`config.mk`:
```
export PLATFORM = sky130hd
export DESIGN_NAME = ffi_front
export DESIGN_NICKNAME = d
export VERILOG_FILES = /design/src/hdl/ffi_pkg.sv /design/src/hdl/ffi_front.sv
export SDC_FILE = /design/constraint.sdc
export NUM_CORES = 1
export LEC_CHECK = 0
export BUFFER_PORTS_ARGS = -buffer_cell sky130_fd_sc_hd__buf_2
export CAP_MARGIN = 20
export CORE_ASPECT_RATIO = 0.9
export CORE_MARGIN = 4
export CORE_UTILIZATION = 30
export CTS_CLUSTER_SIZE = 16
export DETAILED_ROUTE_END_ITERATION = 8
export PLACE_DENSITY = 0.6
export SETUP_SLACK_MARGIN = 0.4
export SLEW_MARGIN = 10
export SYNTH_ARGS = -nofsm -noshare
export SYNTH_HDL_FRONTEND = slang
export SYNTH_SLANG_ARGS = --single-unit
```
`constraint.sdc`:
```
create_clock -name clk_i -period 14.4 [get_ports clk_i]
set_input_delay 1.44 -clock clk_i [delete_from_list [all_inputs] [get_ports clk_i]]
set_output_delay 1.44 -clock clk_i [all_outputs]
set_load 0.02 [all_outputs]
```
`src/hdl/ffi_pkg.sv`:
```
package ffi_pkg;

  localparam int unsigned DataW     = 32;
  localparam int unsigned MaxPoints = 32;
  localparam int unsigned IdxW      = $clog2(MaxPoints);
  localparam int unsigned CntW      = 6;
  localparam int unsigned FracBits  = 16;
  localparam int unsigned AccW      = 51;
  localparam int unsigned ProdW     = 2 * DataW;
  localparam int unsigned InDataW   = 136;
  localparam int unsigned OutDataW  = 40;
  localparam int unsigned CfgIdxW   = 3;

  localparam logic CMD_EVAL  = 1'b0;
  localparam logic CMD_WRITE = 1'b1;

  localparam logic MODE_LINEAR = 1'b0;
  localparam logic MODE_TABLE  = 1'b1;

  localparam logic [1:0] ST_OK  = 2'd0;
  localparam logic [1:0] ST_FEW = 2'd1;
  localparam logic [1:0] ST_SAT = 2'd2;

  localparam logic [CfgIdxW-1:0] REG_MODE  = 3'd0;
  localparam logic [CfgIdxW-1:0] REG_SPG   = 3'd1;
  localparam logic [CfgIdxW-1:0] REG_DG    = 3'd2;
  localparam logic [CfgIdxW-1:0] REG_OFS   = 3'd3;
  localparam logic [CfgIdxW-1:0] REG_COUNT = 3'd4;

  typedef struct packed {
    logic                    mode;
    logic signed [DataW-1:0] setpoint_gain;
    logic signed [DataW-1:0] disturbance_gain;
    logic signed [DataW-1:0] output_offset;
    logic [CntW-1:0]         point_count;
  } cfg_t;

  typedef struct packed {
    logic                    is_write;
    logic signed [DataW-1:0] setpoint;
    logic signed [DataW-1:0] disturbance;
    logic [IdxW-1:0]         point_index;
    logic signed [DataW-1:0] point_x;
    logic signed [DataW-1:0] point_y;
  } item_t;

endpackage

```
`src/hdl/ffi_front.sv`:
```
module ffi_front (
  input  logic                        clk_i,
  input  logic                        rst_ni,
  input  logic                        in_valid_i,
  output logic                        in_ready_o,
  input  logic                        in_cmd_i,
  input  logic [ffi_pkg::InDataW-1:0] in_data_i,
  output logic                        q_valid_o,
  input  logic                        q_ready_i,
  output ffi_pkg::item_t              q_item_o
);
  import ffi_pkg::*;

  item_t      fifo_q [2];
  logic       wr_ptr_q, rd_ptr_q;
  logic [1:0] cnt_q;
  item_t      item;
  logic       push, pop;

  // classify and unpack the request
  always_comb begin
    item.is_write    = (in_cmd_i == CMD_WRITE);
    item.setpoint    = in_data_i[31:0];
    item.disturbance = in_data_i[63:32];
    item.point_index = in_data_i[68:64];
    item.point_x     = in_data_i[100:69];
    item.point_y     = in_data_i[132:101];
  end

  assign in_ready_o = (cnt_q != 2'd2);
  assign push       = in_valid_i && in_ready_o;
  assign q_valid_o  = (cnt_q != 2'd0);
  assign pop        = q_valid_o && q_ready_i;
  assign q_item_o   = fifo_q[rd_ptr_q];

  always_ff @(posedge clk_i) begin
    if (push) begin
      fifo_q[wr_ptr_q] <= item;
    end
  end

  always_ff @(posedge clk_i or negedge rst_ni) begin
    if (!rst_ni) begin
      wr_ptr_q <= 1'b0;
      rd_ptr_q <= 1'b0;
      cnt_q    <= 2'd0;
    end else begin
      if (push) wr_ptr_q <= ~wr_ptr_q;
      if (pop)  rd_ptr_q <= ~rd_ptr_q;
      cnt_q <= cnt_q + {1'b0, push} - {1'b0, pop};
    end
  end

  a_cnt_range: assert property (@(posedge clk_i) disable iff (!rst_ni) cnt_q != 2'd3)
    else $error("queue count out of range");
  a_no_push_full: assert property (@(posedge clk_i) disable iff (!rst_ni)
    (cnt_q == 2'd2 && !pop) |=> cnt_q == 2'd2)
    else $error("queue lost an entry");
  a_empty_ptrs: assert property (@(posedge clk_i) disable iff (!rst_ni)
    cnt_q == 2'd0 |-> wr_ptr_q == rd_ptr_q)
    else $error("queue pointers disagree");

endmodule

```
==> results.json <==
{
  "status": "finished, final reports clean",
  "start_kind": "flip-flop",
  "antenna_found_initial": 3,
  "netlist_area_um2": 10100,
  "worstSetupPathType": "reg -> out",
  "synth.avg_cell_area_um2": 23.2,
  "use_met2_pct": 17.3,
  "gp_congestion": 0.701,
  "postCtsResizedCells": 0,
  "p_int_mw": 1.88,
  "drt-initial-drc-count": 229,
  "yosys_register_bits": 272,
  "core_region_area_um2": 33000,
  "cp_data_required_time_ns": 12.96,
  "synth_area_leaders": "edfxtp_1 (80%), mux2_2 (9.4%), mux2_4 (7.5%)",
  "swShare_pct": 32.0,
  "crit_chain": "buf_4, mux2_2, buf_2",
  "clock-sinks": 272,
  "initial_utilization_pct": 30.5,
  "track_usage_pct": 10.6,
  "crit_slowest_cell": "buf_4",
  "cts_setup_buffers": 0,
  "grt-busiest-layer": "met2",
  "arrival_ns": 2.81,
  "rows": 63,
  "pwr-share-clk_pct": 26.2,
  "dp_cells": 1120,
  "max_cap_violations": 0,
  "nets": 872,
  "grt_pass1_wl_mm": 30.8,
  "synthDistinctLibCells": 16,
  "min_path_type": "reg -> reg",
  "pwr-share-seq_pct": 41.1,
  "worst_pin_slew_ns": 1.11,
  "cts_buffers": 29,
  "clk_path_buf_depth": 3,
  "min_period_ns": 4.25,
  "syn2layout_area_growth_pct": 27.6,
  "die_w_um": 201,
  "dieHeight_um": 182,
  "clock_skew_ns": 0.0216,
  "hold_buffers": 0,
  "synthesis.nets": 577,
  "dieArea_um2": 36500,
  "combPwrFrac_pct": 32.7,
  "dpl.hpwl_mm": 13.1,
  "hold_viol_final": 0,
  "h-tree-depth": 1,
  "drive_above_1_share_pct": 61.2,
  "overflow": 0,
  "grt_pass1_vias": 5339,
  "rsz0062_at_grt": "false",
  "synth_top_area_share_pct": 80.0,
  "clkSlewWorstSetupHoldPaths_ns": 0.06,
  "port_buffers": 273,
  "routed_wl_mm": 20.1,
  "path_max_fanout": 62,
  "synth-seq-area-share_pct": 81.0,
  "vias": 4961,
  "yosys_warnings": 0,
  "cpPeakStageDelay_ns": 0.81,
  "ios": 277,
  "timing.final.crit_share_pct": 29.5,
  "first_pass_iters": 4,
  "fin_cells": 1175,
  "final-setup-viol-count": 0,
  "end_kind": "output port",
  "worstSkewPairLatency_ns": 0.55,
  "drc": 0,
  "vias_per_cell": 4.22,
  "wl_per_cell_um": 17.1,
  "power.total_mw": 2.77,
  "cts-root-buf": "clkbuf_16",
  "slew_viol_final": 0,
  "grt_max_degree": 69,
  "ant_nets": 0,
  "grt_util_met3_pct": 4.66,
  "power_per_cell_area_nw_per_um2": 216,
  "power_switching_mw": 0.886,
  "max_freq_ghz": 0.235,
  "leakage_nw": 4.89,
  "tritoncts": "yes",
  "maxSlewHeadroom_pct": 25.7,
  "syn_inst": 434,
  "synth_top_area_cell": "edfxtp_1",
  "ir_worst_vdd_uv": 118,
  "fin_tns_setup_ns": 0,
  "use_met1_pct": 12.6
}
## final cells by class
cell class / count / area, um^2
Fill cell: 3051 / 20200
Sequential cell: 272 / 8150
Multi-Input combinational cell: 146 / 1800
Timing Repair Buffer: 279 / 1410
Clock buffer: 38 / 779
Tap cell: 422 / 528
Clock inverter: 16 / 154
Inverter: 1 / 3.75
Antenna cell: 1 / 2.50
## cells by family (layout without fill, tap and decap cells)
family,count (synthesis),count (layout),synth area share (%)
DFF,272,272,81.0
muxes,134,134,16.9
buffers and inverters,16,334,1.22
and+or+nand+nor,6,6,0.323
xor gates and xnor gates,4,4,0.348
adders and majority gates,2,2,0.249
other,0,1,0
## worst max-delay path: cells and delay by family, from the launching register on
family | cells | cell delay, ns
buffers and inverters | 2 | 0.97
DFF | 1 | 0.70
muxes | 1 | 0.42
## through the flow
| step | instance area, um^2 | utilization, % | worst slack, ns | hold slack (ns) |
|---|---|---|---|---|
| final | 12800 | 38.9 | 10.15 | 0.518 |
| after global routing | 12800 | 38.9 | 9.97 | 0.583 |
| after CTS | 12800 | 38.8 | 10.02 | 0.523 |
| after detailed placement | 11900 | 36.0 | 10.69 | 0.507 |
| after global placement | 11900 | 36.0 | 10.66 | 0.498 |
| after floorplan | 10100 | - | 6.66 | 0.461 |
## state kept, by name, indices dropped and copies added, names as in the netlist
signal / cells
fifo_q: 268
cnt_q: 2
rd_ptr_q: 1
wr_ptr_q: 1
## power by group through the flow
stage / Combinational [mW] / Clock, mW / Sequential, mW
2_1_floorplan: 0.665 / 0 / 1.16
3_3_place_gp: 0.927 / 0 / 1.15
3_5_place_dp: 0.926 / 0 / 1.16
4_1_cts: 0.930 / 0.753 / 1.14
5_1_grt: 0.970 / 0.787 / 1.16
6_report: 0.905 / 0.726 / 1.14
## per-layer routing
layer  share of wire (%)  wire length (um)  vias up
met2                  48              9660      178
li1                    -                 -     2324
met4                 3.2               639        4
met1                  39              7880     2412
met5                0.13                27        -
met3                 9.6              1940       43
## placed cells by master (no fill, tap or decap)
cell,n
buf_2,273
edfxtp_1,268
mux2_2,84
mux2_4,50
clkbuf_16,29
clkinv_2,8
clkbuf_1,7
buf_4,6
clkinv_1,4
xnor2_1,3
bufinv_16,3
dfrtp_1,3
ha_1,2
clkbuf_8,2
diode_2,1
or2_2,1
and2_1,1
nand2b_1,1
nand2_1,1
inv_1,1
and3_4,1
nor2_4,1
xor2_1,1
inv_6,1
dfrtp_4,1
## final timing paths
| check | cells past startpoint | slack [ns] | endpoint | startpoint |
|---|---|---|---|---|
| setup / recovery | 3 | 10.15 | q_item_o[13] | rd_ptr_q |
| hold / removal | 1 | 0.52 | cnt_q[0] | cnt_q[0] |
| setup reg to reg | 4 | 12.40 | fifo_q[0][119] | cnt_q[1] |
| hold reg to reg | 1 | 0.52 | cnt_q[0] | cnt_q[0] |
| max in group asynchronous | 1 | 13.58 | rd_ptr_q | rst_ni |
| min in group asynchronous | 1 | 0.68 | cnt_q[0] | rst_ni |
## cell usage after synthesis
master      n
xnor2_1     3
mux2_2     84
and2_1      1
or2_2       1
dfrtp_1     4
buf_6       7
buf_2       8
nand2_1     1
edfxtp_1  268
inv_1       1
nand2b_1    1
mux2_4     50
xor2_1      1
ha_1        2
nor2_1      1
and3_1      1
Note: power is estimated with default switching activity, not from simulation.
